==> src/rtl/csv_quoted_field_parser_defines.svh <==
// Assertion macros shared by the CSV field parser RTL.
`ifndef CSV_QUOTED_FIELD_PARSER_DEFINES_SVH
`define CSV_QUOTED_FIELD_PARSER_DEFINES_SVH

`ifndef SYNTHESIS
`define CSVP_ASSERT_IMP(lbl, ante, cons) \
    lbl: assert property (@(posedge i_clk) disable iff (!i_rst_n) (ante) |-> (cons)) \
        else $error("csvp: same-cycle check failed");
`define CSVP_ASSERT_NXT(lbl, ante, cons) \
    lbl: assert property (@(posedge i_clk) disable iff (!i_rst_n) (ante) |=> (cons)) \
        else $error("csvp: next-cycle check failed");
`else
`define CSVP_ASSERT_IMP(lbl, ante, cons)
`define CSVP_ASSERT_NXT(lbl, ante, cons)
`endif

`endif

==> src/rtl/csvp_pkg.sv <==
// Types and codes shared by the CSV field parser modules.
package csvp_pkg;

    localparam logic [7:0] CH_COMMA = 8'h2C;
    localparam logic [7:0] CH_QUOTE = 8'h22;

    localparam logic [1:0] KIND_BYTE    = 2'd0;
    localparam logic [1:0] KIND_FEND    = 2'd1;
    localparam logic [1:0] KIND_VERDICT = 2'd2;

    localparam logic [2:0] ERR_NONE      = 3'd0;
    localparam logic [2:0] ERR_UNTERM    = 3'd1;
    localparam logic [2:0] ERR_STRAY     = 3'd2;
    localparam logic [2:0] ERR_TOO_LONG  = 3'd3;
    localparam logic [2:0] ERR_AFTER_QT  = 3'd4;
    localparam logic [2:0] ERR_COUNT     = 3'd5;

    localparam logic [4:0]  FIELD_COUNT_RST = 5'd8;
    localparam logic [10:0] MAX_BYTES_RST   = 11'd1024;

    localparam logic REG_FIELD_COUNT = 1'b0;
    localparam logic REG_MAX_BYTES   = 1'b1;

    typedef struct packed {
        logic [4:0]  field_count;
        logic [10:0] max_field_bytes;
    } t_cfg;

    typedef struct packed {
        logic [1:0] kind;
        logic [7:0] out_byte;
        logic       line_valid;
        logic [2:0] error_code;
    } t_result;

endpackage

==> src/rtl/csvp_cfg.sv <==
// APB register file for the field count and field length limit.
module csvp_cfg (
    input  logic               i_clk,
    input  logic               i_rst_n,
    input  logic               psel,
    input  logic               penable,
    input  logic               pwrite,
    input  logic [2:0]         paddr,
    input  logic [31:0]        pwdata,
    output logic [31:0]        prdata,
    output logic               pready,
    output csvp_pkg::t_cfg     o_cfg
);

    csvp_pkg::t_cfg r_cfg;
    logic           wr_en;

    assign wr_en  = psel && penable && pwrite;
    assign pready = 1'b1;
    assign o_cfg  = r_cfg;

    always_ff @(posedge i_clk) begin
        if (!i_rst_n) begin
            r_cfg.field_count     <= csvp_pkg::FIELD_COUNT_RST;
            r_cfg.max_field_bytes <= csvp_pkg::MAX_BYTES_RST;
        end else if (wr_en) begin
            case (paddr[2])
                csvp_pkg::REG_FIELD_COUNT: r_cfg.field_count     <= pwdata[4:0];
                csvp_pkg::REG_MAX_BYTES:   r_cfg.max_field_bytes <= pwdata[10:0];
                default: ;
            endcase
        end
    end

    always_comb begin
        case (paddr[2])
            csvp_pkg::REG_FIELD_COUNT: prdata = {27'b0, r_cfg.field_count};
            csvp_pkg::REG_MAX_BYTES:   prdata = {21'b0, r_cfg.max_field_bytes};
            default:                   prdata = '0;
        endcase
    end

endmodule

==> src/rtl/csvp_core.sv <==
// Per-line parse state and the single-step update for one byte or line end.
module csvp_core #(
    parameter int MAX_FIELDS        = 16,
    parameter int FIELD_BYTES_LIMIT = 2047,
    localparam int IDXW = $clog2(MAX_FIELDS),
    localparam int LW   = $clog2(FIELD_BYTES_LIMIT + 1)
) (
    input  logic                i_clk,
    input  logic                i_rst_n,
    input  logic                i_step,
    input  logic [7:0]          i_byte,
    input  logic                i_eol,
    input  csvp_pkg::t_cfg      i_cfg,
    output logic                o_res_valid,
    output csvp_pkg::t_result   o_res,
    output logic [IDXW-1:0]     o_field_index
);

    logic            r_at_start, n_at_start;
    logic            r_inside,   n_inside;
    logic            r_pending,  n_pending;
    logic            r_closed,   n_closed;
    logic [IDXW-1:0] r_field,    n_field;
    logic [LW-1:0]   r_len,      n_len;
    logic [2:0]      r_err,      n_err;

    logic [31:0]     fc_ext;
    logic [31:0]     mfb_ext;
    logic [IDXW-1:0] last_field;
    logic [LW-1:0]   eff_max;
    logic            do_emit;
    logic            do_end;
    logic [2:0]      verdict_err;

    // clamp the configured limits to what the hardware holds
    assign fc_ext     = 32'(i_cfg.field_count);
    assign mfb_ext    = 32'(i_cfg.max_field_bytes);
    assign last_field = (fc_ext == 32'd0) ? '0 :
                        (fc_ext > 32'(MAX_FIELDS)) ? IDXW'(MAX_FIELDS - 1) :
                        IDXW'(fc_ext - 32'd1);
    assign eff_max    = (mfb_ext > 32'(FIELD_BYTES_LIMIT)) ? LW'(FIELD_BYTES_LIMIT) :
                        LW'(mfb_ext);

    always_comb begin
        n_at_start    = r_at_start;
        n_inside      = r_inside;
        n_pending     = r_pending;
        n_closed      = r_closed;
        n_field       = r_field;
        n_len         = r_len;
        n_err         = r_err;
        do_emit       = 1'b0;
        do_end        = 1'b0;
        verdict_err   = r_err;
        o_res_valid   = 1'b0;
        o_res         = '0;
        o_field_index = '0;

        if (i_eol) begin
            if (r_err == csvp_pkg::ERR_NONE) begin
                if (r_inside && !r_pending) begin
                    verdict_err = csvp_pkg::ERR_UNTERM;
                end else if (r_field != last_field) begin
                    verdict_err = csvp_pkg::ERR_COUNT;
                end
            end
            o_res_valid      = 1'b1;
            o_res.kind       = csvp_pkg::KIND_VERDICT;
            o_res.line_valid = (verdict_err == csvp_pkg::ERR_NONE);
            o_res.error_code = verdict_err;
            n_at_start       = 1'b1;
            n_inside         = 1'b0;
            n_pending        = 1'b0;
            n_closed         = 1'b0;
            n_field          = '0;
            n_len            = '0;
            n_err            = csvp_pkg::ERR_NONE;
        end else if (r_err == csvp_pkg::ERR_NONE) begin
            if (r_inside) begin
                if (r_pending) begin
                    n_pending = 1'b0;
                    if (i_byte == csvp_pkg::CH_QUOTE) begin
                        do_emit = 1'b1;
                    end else begin
                        n_inside = 1'b0;
                        n_closed = 1'b1;
                        if (i_byte == csvp_pkg::CH_COMMA) begin
                            do_end = 1'b1;
                        end else begin
                            n_err = csvp_pkg::ERR_AFTER_QT;
                        end
                    end
                end else if (i_byte == csvp_pkg::CH_QUOTE) begin
                    n_pending = 1'b1;
                end else begin
                    do_emit = 1'b1;
                end
            end else if (r_closed) begin
                if (i_byte == csvp_pkg::CH_COMMA) begin
                    do_end = 1'b1;
                end else begin
                    n_err = csvp_pkg::ERR_AFTER_QT;
                end
            end else if (i_byte == csvp_pkg::CH_COMMA) begin
                do_end = 1'b1;
            end else if (i_byte == csvp_pkg::CH_QUOTE) begin
                if (r_at_start) begin
                    n_at_start = 1'b0;
                    n_inside   = 1'b1;
                end else begin
                    n_err = csvp_pkg::ERR_STRAY;
                end
            end else begin
                do_emit = 1'b1;
            end

            if (do_emit) begin
                if (r_len >= eff_max) begin
                    n_err = csvp_pkg::ERR_TOO_LONG;
                end else begin
                    n_len          = r_len + LW'(1);
                    n_at_start     = 1'b0;
                    o_res_valid    = 1'b1;
                    o_res.kind     = csvp_pkg::KIND_BYTE;
                    o_res.out_byte = i_byte;
                    o_field_index  = r_field;
                end
            end

            if (do_end) begin
                if (r_field >= last_field) begin
                    n_err = csvp_pkg::ERR_COUNT;
                end else begin
                    n_field       = r_field + IDXW'(1);
                    n_len         = '0;
                    n_at_start    = 1'b1;
                    n_inside      = 1'b0;
                    n_pending     = 1'b0;
                    n_closed      = 1'b0;
                    o_res_valid   = 1'b1;
                    o_res.kind    = csvp_pkg::KIND_FEND;
                    o_field_index = r_field;
                end
            end
        end
    end

    always_ff @(posedge i_clk) begin
        if (!i_rst_n) begin
            r_at_start <= 1'b1;
            r_inside   <= 1'b0;
            r_pending  <= 1'b0;
            r_closed   <= 1'b0;
            r_field    <= '0;
            r_len      <= '0;
            r_err      <= csvp_pkg::ERR_NONE;
        end else if (i_step) begin
            r_at_start <= n_at_start;
            r_inside   <= n_inside;
            r_pending  <= n_pending;
            r_closed   <= n_closed;
            r_field    <= n_field;
            r_len      <= n_len;
            r_err      <= n_err;
        end
    end

endmodule

==> src/rtl/csv_quoted_field_parser.sv <==
// CSV line parser, top level. Takes one byte or end-of-line marker per transfer and gives at
// most one result per transfer: a field byte, a field-end mark or a line verdict. The block
// accepts a transfer every cycle while o_stall is low; each passes through an input register,
// the parse logic against the per-line state, and an output register, from which the result is
// offered at the output. Throughput is one item per cycle when the output side is not stalled.
// Configure field_count and max_field_bytes over APB only while no line is in flight.
`include "csv_quoted_field_parser_defines.svh"

module csv_quoted_field_parser #(
    parameter int MAX_FIELDS        = 16,
    parameter int FIELD_BYTES_LIMIT = 2047,
    localparam int IDXW = $clog2(MAX_FIELDS)
) (
    input  logic            i_clk,
    input  logic            i_rst_n,
    input  logic            i_valid,
    output logic            o_stall,
    input  logic [7:0]      i_in_byte,
    input  logic            i_end_of_line,
    output logic            o_valid,
    input  logic            i_stall,
    output logic [1:0]      o_kind,
    output logic [IDXW-1:0] o_field_index,
    output logic [7:0]      o_out_byte,
    output logic            o_line_valid,
    output logic [2:0]      o_error_code,
    input  logic            psel,
    input  logic            penable,
    input  logic            pwrite,
    input  logic [2:0]      paddr,
    input  logic [31:0]     pwdata,
    output logic [31:0]     prdata,
    output logic            pready
);

    csvp_pkg::t_cfg    cfg;
    csvp_pkg::t_result res;
    logic              res_valid;
    logic [IDXW-1:0]   res_idx;

    logic              r_in_valid;
    logic [7:0]        r_in_byte;
    logic              r_in_eol;
    logic              r_out_valid;
    csvp_pkg::t_result r_out;
    logic [IDXW-1:0]   r_out_idx;

    logic              advance;
    logic              accept;

    csvp_cfg u_cfg (
        .i_clk   (i_clk),
        .i_rst_n (i_rst_n),
        .psel    (psel),
        .penable (penable),
        .pwrite  (pwrite),
        .paddr   (paddr),
        .pwdata  (pwdata),
        .prdata  (prdata),
        .pready  (pready),
        .o_cfg   (cfg)
    );

    csvp_core #(
        .MAX_FIELDS        (MAX_FIELDS),
        .FIELD_BYTES_LIMIT (FIELD_BYTES_LIMIT)
    ) u_core (
        .i_clk         (i_clk),
        .i_rst_n       (i_rst_n),
        .i_step        (advance),
        .i_byte        (r_in_byte),
        .i_eol         (r_in_eol),
        .i_cfg         (cfg),
        .o_res_valid   (res_valid),
        .o_res         (res),
        .o_field_index (res_idx)
    );

    // advance the held item once the output register is free or being drained
    assign advance = r_in_valid && (!r_out_valid || !i_stall);
    assign o_stall = r_in_valid && !advance;
    assign accept  = i_valid && !o_stall;

    always_ff @(posedge i_clk) begin
        if (!i_rst_n) begin
            r_in_valid <= 1'b0;
        end else if (accept) begin
            r_in_valid <= 1'b1;
        end else if (advance) begin
            r_in_valid <= 1'b0;
        end
    end

    always_ff @(posedge i_clk) begin
        if (accept) begin
            r_in_byte <= i_in_byte;
            r_in_eol  <= i_end_of_line;
        end
    end

    always_ff @(posedge i_clk) begin
        if (!i_rst_n) begin
            r_out_valid <= 1'b0;
        end else if (advance) begin
            r_out_valid <= res_valid;
        end else if (!i_stall) begin
            r_out_valid <= 1'b0;
        end
    end

    always_ff @(posedge i_clk) begin
        if (advance) begin
            r_out     <= res;
            r_out_idx <= res_idx;
        end
    end

    assign o_valid       = r_out_valid;
    assign o_kind        = r_out.kind;
    assign o_field_index = r_out_idx;
    assign o_out_byte    = r_out.out_byte;
    assign o_line_valid  = r_out.line_valid;
    assign o_error_code  = r_out.error_code;

    `CSVP_ASSERT_IMP(a_verdict_idx_zero, o_valid && o_kind == csvp_pkg::KIND_VERDICT, o_field_index == '0)
    `CSVP_ASSERT_IMP(a_verdict_flag_matches, o_valid && o_kind == csvp_pkg::KIND_VERDICT, o_line_valid == (o_error_code == csvp_pkg::ERR_NONE))
    `CSVP_ASSERT_IMP(a_kind_legal, o_valid, o_kind != 2'd3)
    `CSVP_ASSERT_NXT(a_held_input_kept, r_in_valid && !advance, r_in_valid)

endmodule
==> config.mk <==
export PLATFORM = sky130hd
export DESIGN_NAME = csv_quoted_field_parser
export DESIGN_NICKNAME = d
export VERILOG_FILES = /design/src/rtl/csvp_pkg.sv /design/src/rtl/csvp_cfg.sv /design/src/rtl/csvp_core.sv /design/src/rtl/csv_quoted_field_parser.sv
export VERILOG_INCLUDE_DIRS = /design/src /design/src/rtl
export SDC_FILE = /design/constraint.sdc
export NUM_CORES = 1
export LEC_CHECK = 0
export BUFFER_PORTS_ARGS = -buffer_cell sky130_fd_sc_hd__buf_4
export CAP_MARGIN = 25
export CORE_UTILIZATION = 56
export CTS_CLUSTER_DIAMETER = 30
export DETAILED_ROUTE_END_ITERATION = 12
export PLACE_DENSITY_LB_ADDON = 0.3
export SETUP_SLACK_MARGIN = 0.15
export SLEW_MARGIN = 20
export SYNTH_ARGS = -nofsm -noshare
export SYNTH_HDL_FRONTEND = slang
export SYNTH_SLANG_ARGS = --single-unit
==> constraint.sdc <==
create_clock -name i_clk -period 8.2 [get_ports i_clk]
set_clock_uncertainty 0.15 [all_clocks]
set_input_delay 0.41 -clock i_clk [delete_from_list [all_inputs] [get_ports i_clk]]
set_output_delay 0.41 -clock i_clk [all_outputs]
set_load 0.05 [all_outputs]
==> flow_metrics.tcl, run 1 <==
set metrics [dict create \
    status "complete, no violations" \
    p_sw_mw 0.2151 \
    postLayoutCoreUtil_pct 67.60 \
    ir_drop_mv 0.1161 \
    fin_crit_sh_pct 40.50 \
    cts-buffers-inserted 9 \
    highest_layer "met4" \
    cts.sinks 67 \
    antenna_found_initial 0 \
    m1WireLength_um 3402 \
    hold_viol_final 0 \
    die_w_um 82.62 \
    fin_tns_setup_ns 0 \
    seq_area_um2 1612 \
    yosys_most_used_dff "dfxtp_1" \
    end_kind "flip-flop" \
    async_flop_share_pct 0 \
    rows 29 \
    cts.hold.buffers_added 0 \
    hold_start "i_end_of_line" \
    combPwrFrac_pct 13.4 \
    netlist_area_um2 3640 \
    synth_seq_cells 67 \
    rsz0062_at_grt "false" \
    drv_cap 0 \
    place_congestion 0.8441 \
    cts_tree "done" \
    cts_root_buffer "clkbuf_8" \
    area_growth_pct 17.26 \
    relSlewSlack_pct 47.03 \
    antenna_cells 0 \
    ant_nets 0 \
    reg2reg_depth 12 \
    report.final.slew_viol_count 0 \
    setup_viol_count_final 0 \
    p_clk_share_pct 39.5 \
    fillers 540 \
    yosys_warnings 0 \
    grt_overflow 0 \
    layout_common_cells "buf_4 (59), nand2_1 (50), dfxtp_1 (40)" \
    internal_power_mw 0.5585 \
    wl_met2_um 3809 \
    vias 3042 \
    worst_slew_pin_slew_ns 0.7930 \
    hold-path-endpoint "r_in_eol" \
    worstPathRequired_ns 8.35 \
    synth_cell_types 60 \
    boundaryPins 104 \
    grt_pass1_wl_um 12050 \
    clk_latency_ns 0.35 \
    dr.pass1.iters 5 \
    path_clk_slew_ns 0.08 \
    synth_area_per_cell_um2 9.168 \
    pwr_density_cell_nw_per_um2 181.3 \
    seq_power_share_pct 47.1 \
    crit_type "reg2reg" \
    sw_frac_of_total_pct 27.81 \
    cts_setup_buffers 0 \
    ctsResizeCount 0 \
    initial_core_util_pct 57.65 \
    dr_wl_met3_um 404 \
    regToRegSetupSlack_ns 4.88 \
    synth_edf_count 27 \
    synthCells 397 \
    reg2reg_from "u_cfg.o_cfg[11]" \
    hold_depth 1 \
    routed_via_density 5.665 \
    drc 0 \
    drt_iter0_markers 155 \
    dp_hpwl_um 5629 \
    grt_pass1_vias 2681 \
    grt_start_max_net_pins 21 \
    startpoint_type "flip-flop" \
    wire_per_inst_um 14.46 \
    period_needed_ns 3.321 \
    htreeDepth 3 \
    nNetsFinal 526 \
    yosysSeqAreaShare_pct 44.28 \
    drive_above_1_share_pct 18.70 \
    dieArea_um2 6826 \
    crit_arrival_ns 3.47 \
    p_leak_nw 1.814 \
    fmax_mhz 301.1 \
    multi_input_area_um2 1799 \
    drt_wl_total_um 7766 \
    clockBufferDepth 2 \
    hold_class "in2reg" \
    core_um2 6314 \
    final_common_cell "buf_4" \
    r2r_end "u_core.r_field[3]" \
    io_buffers 58 \
    grt_util_all_layers_pct 23.77 \
    die_h_um 82.62 \
    crit_fanout 7 \
]
cell families after synthesis:
logic type,Yosys count,share of synthesized area (%)
other,2,0.2063
buffers and inverters,59,8.456
XOR/XNOR,1,0.2407
multiplexers,9,2.544
AND/OR/NAND/NOR,154,22.17
flip-flops,67,44.28
AO/OA/AOI/OAI,84,14.95
adder cells (fa/ha/maj),21,7.150
layout make-up:
class | count | area share, %
multi-input combinational | 291 | 42.16
sequential | 67 | 37.76
timing repair buffer | 59 | 10.38
clock buffer | 10 | 2.990
inverter | 27 | 2.375
tap | 77 | 2.257
clock inverter | 6 | 2.082
layer usage:
| metal | vias up | track usage (%) |
|---|---|---|
| li1 | 1491 | - |
| met1 | 1433 | 29.27 |
| met2 | 102 | 39.34 |
| met3 | 16 | 4.396 |
| met4 | 0 | 12.76 |
| met5 | - | 0 |
power groups by stage:
stage / clock [mW] / sequential [mW] / combinational [mW]
after floorplan: 0 / 0.386 / 0.0671
after global placement: 0 / 0.371 / 0.101
after detailed placement: 0 / 0.372 / 0.103
after CTS: 0.307 / 0.364 / 0.104
after global routing: 0.324 / 0.366 / 0.111
final: 0.306 / 0.364 / 0.104
synth_stat cells, types with 13 or more instances:
master	number	share of area [%]
nand3_1	13	1.8
nor2_1	22	2.3
ha_1	20	6.9
a21oi_1	31	4.3
inv_1	26	2.7
o21ai_0	13	1.8
nand2_1	50	5.2
buf_4	22	4.5
and2_1	15	2.6
edfxtp_1	27	22
and3_1	15	2.6
dfxtp_1	40	22
worst max-delay path, stage by stage (launching register included):
cell and delay, ns:
dfxtp_1 0.39, inv_1 0.09, ha_1 0.24, nand2_1 0.11, inv_1 0.06, maj3_1 0.36, ha_1 0.29, and3_1 0.18
a221o_1 0.39, nor2_2 0.23, o21ai_1 0.18, or4_1 0.51, nand2_1 0.08
state kept, by name, summed over array words and instances, names as in the netlist, 2 cells and up:
register / count
r_in_byte: 8
o_kind: 2
u_core.r_field: 4
o_out_byte: 8
o_error_code: 3
o_field_index: 4
u_core.r_len: 11
u_cfg.o_cfg: 16
u_core.r_err: 3
worst max-delay path by stage:
stage,from,endpoint,slack (ns),depth (start not counted)
6_report,u_cfg.o_cfg[11],u_core.r_field[3],4.88,12
5_1_grt,u_cfg.o_cfg[11],u_core.r_field[3],4.73,12
4_1_cts,u_cfg.o_cfg[11],u_core.r_field[3],4.89,12
3_5_place_dp,u_cfg.o_cfg[11],u_core.r_field[3],4.93,12
3_3_place_gp,u_cfg.o_cfg[11],u_core.r_field[3],4.96,12
2_1_floorplan,o_valid,u_core.r_len[9],5.12,6
stage by stage:
step,power (mW),hold WS [ns],instance area [um^2],setup slack (ns),std cells
final,0.7736,0.08294,4268,4.879,537
after global routing,0.8005,0.06769,4268,4.732,537
after CTS,0.7751,0.07459,4268,4.890,537
after detailed placement,0.4751,0.3105,4051,4.932,521
after global placement,0.4724,0.3069,4051,4.964,521
after floorplan,0.4532,0.2932,3715,5.124,417
(Power assumes the default switching activity.)
==> inputs of run 2 (changes only) <==
CORE_UTILIZATION = 52   (was 56)
clock period = 3.35 ns   (was 8.2 ns; I/O delays follow)
==> flow_metrics.tcl, run 2 (synthesized netlist as in run 1, its figures left out) <==
set metrics [dict create \
    startpoint_type "flip-flop" \
    layout_common_cells "buf_4 (62), nand2_1 (49), dfxtp_1 (39)" \
    setup_viol_count_final 0 \
    finalWorstSetupSlack_ns 0.2716 \
    crit_fanout 5 \
    crit_arrival_ns 3.16 \
    pwr_density_cell_nw_per_um2 415.6 \
    use_met2_pct 36.22 \
    grt_overflow 0 \
    p_leak_nw 1.929 \
    grt_util_all_layers_pct 22.35 \
    reg2reg_from "u_cfg.o_cfg[12]" \
    ir_drop_mv 0.1859 \
    cpMaxStageDelayCell "dfxtp_1" \
    regToRegSetupSlack_ns 0.27 \
    period_needed_ns 3.078 \
    initial_core_util_pct 53.57 \
    grt_pass1_vias 2899 \
    worst_slew_pin_slew_ns 0.8342 \
    rows 30 \
    worstPathRequired_ns 3.44 \
    report.final.slew_viol_count 0 \
    fmax_mhz 324.8 \
    setup.worst_path.start "u_cfg.o_cfg[12]" \
    dr.pass1.iters 4 \
    grt.busiest_layer "met2" \
    critical_path.most_common_cell "inv_1" \
    path_clk_slew_ns 0.07 \
    die_h_um 85.67 \
    io_buffers 58 \
    place_ws_ns 0.1037 \
    dp_hpwl_um 5424 \
    dieArea_um2 7338 \
    cp_slowest_stage_delay_ns 0.38 \
    largest_reg_flops 16 \
    nNetsFinal 553 \
    core_um2 6794 \
    grt_start_max_net_pins 20 \
    drt_wl_total_um 7664 \
    cts-buffers-inserted 9 \
    cp_cell_sequence "inv_1, ha_2, nand2_1, inv_1, maj3_1, ha_1, and3_1, a221o_1, or2_2, nand2_4, nor3_1, a31o_2" \
    relSlewSlack_pct 44.27 \
    fin_tns_setup_ns 0 \
    drc 0 \
    htreeDepth 3 \
    final_common_cell "buf_4" \
    die_w_um 85.67 \
    area_growth_pct 25.99 \
    drive_above_1_share_pct 19.10 \
    cts.sinks 67 \
    antenna_found_initial 0 \
    hold_class "in2reg" \
    crit_type "reg2reg" \
    drv_cap 0 \
    antenna_cells 0 \
    ant_nets 0 \
    drt_iter0_markers 166 \
    fin_crit_sh_pct 91.89 \
    vias 3095 \
    grtUsageMet1_pct 29.36 \
    clk_latency_ns 0.34 \
    status "complete, no violations" \
    hold_start "i_rst_n" \
    end_kind "flip-flop" \
    clockBufferDepth 2 \
    cts_root_buffer "clkbuf_8" \
    place_congestion 0.8317 \
    met3_usage_pct 4.042 \
    rsz0062_at_grt "false" \
    grt_pass1_wl_um 13050 \
    cts_tree "done" \
    wire_per_inst_um 13.15 \
    hold_viol_final 0 \
    routed_via_density 5.309 \
    boundaryPins 104 \
]
## run 2: cell count changes in the layout (fill, tap and decap cells not counted), sizes merged
cell         delta
dlygate4sd3    +24
buf             +3
inv             +1
clkinvlp        -1
## run 2: power by group
| part | internal (mW) | total (mW) | switching (mW) |
|---|---|---|---|
| logic | 0.0903 | 0.278 | 0.188 |
| clock network | 0.422 | 0.737 | 0.315 |
| registers | 0.876 | 0.892 | 0.0159 |
## run 2: per-layer routing
layer / wire, um / share of wire [%] / vias to the layer above
li1: - / - / 1545
met1: 3579 / 47 / 1463
met2: 3695 / 48 / 74
met3: 237 / 3.1 / 13
met4: 152 / 2.0 / 0
met5: 0 / 0 / -
## run 2: final cells by class
class / instances / area, um^2
clock buffers: 10 / 127.6
clock inverters: 6 / 88.84
fillers: 498 / 2208
inverters: 27 / 101.3
multi-input cells: 291 / 1829
flip-flops and latches: 67 / 1613
well taps: 96 / 120.1
repair buffers: 86 / 705.7
## run 2: repair_timing
item / CTS / global route
gates resized for setup: 2 / 6
setup buffers: 0 / 2
hold buffers: 24 / 0
gates cloned: 0 / 0
hold endpoints to repair: 27 / 0
endpoints found under the setup margin: 3 / 19
pin swaps: 0 / 2
## run 2: final timing paths
| check | cells past startpoint | to |
|---|---|---|
| worst max-delay path | 12 | u_core.r_len[9] |
| worst min-delay path | 3 | u_core.r_field[2] |
| worst max register to register | 12 | u_core.r_len[9] |
| worst min register to register | 2 | u_cfg.o_cfg[6] |
## run 2: metrics by stage
stage	util [%]	power (mW)	area (um^2)	std cells	hold slack (ns)
after floorplan	-	1.109	3715	417	0.1164
after global placement	60.09	1.158	4083	541	0.1959
after detailed placement	60.09	1.163	4083	541	0.1969
after CTS	66.92	1.907	4547	581	0.02243
after global routing	67.50	1.969	4586	583	0.04527
final	67.50	1.906	4586	583	0.02550
## run 2: worst max-delay path, delay by kind of cell, from the launching register on
family / cells / cell delay [ns]
flops: 1 / 0.38
buf+inv: 2 / 0.15
simple gates: 5 / 0.82
compound gates: 2 / 0.62
fa+ha+maj: 3 / 0.84
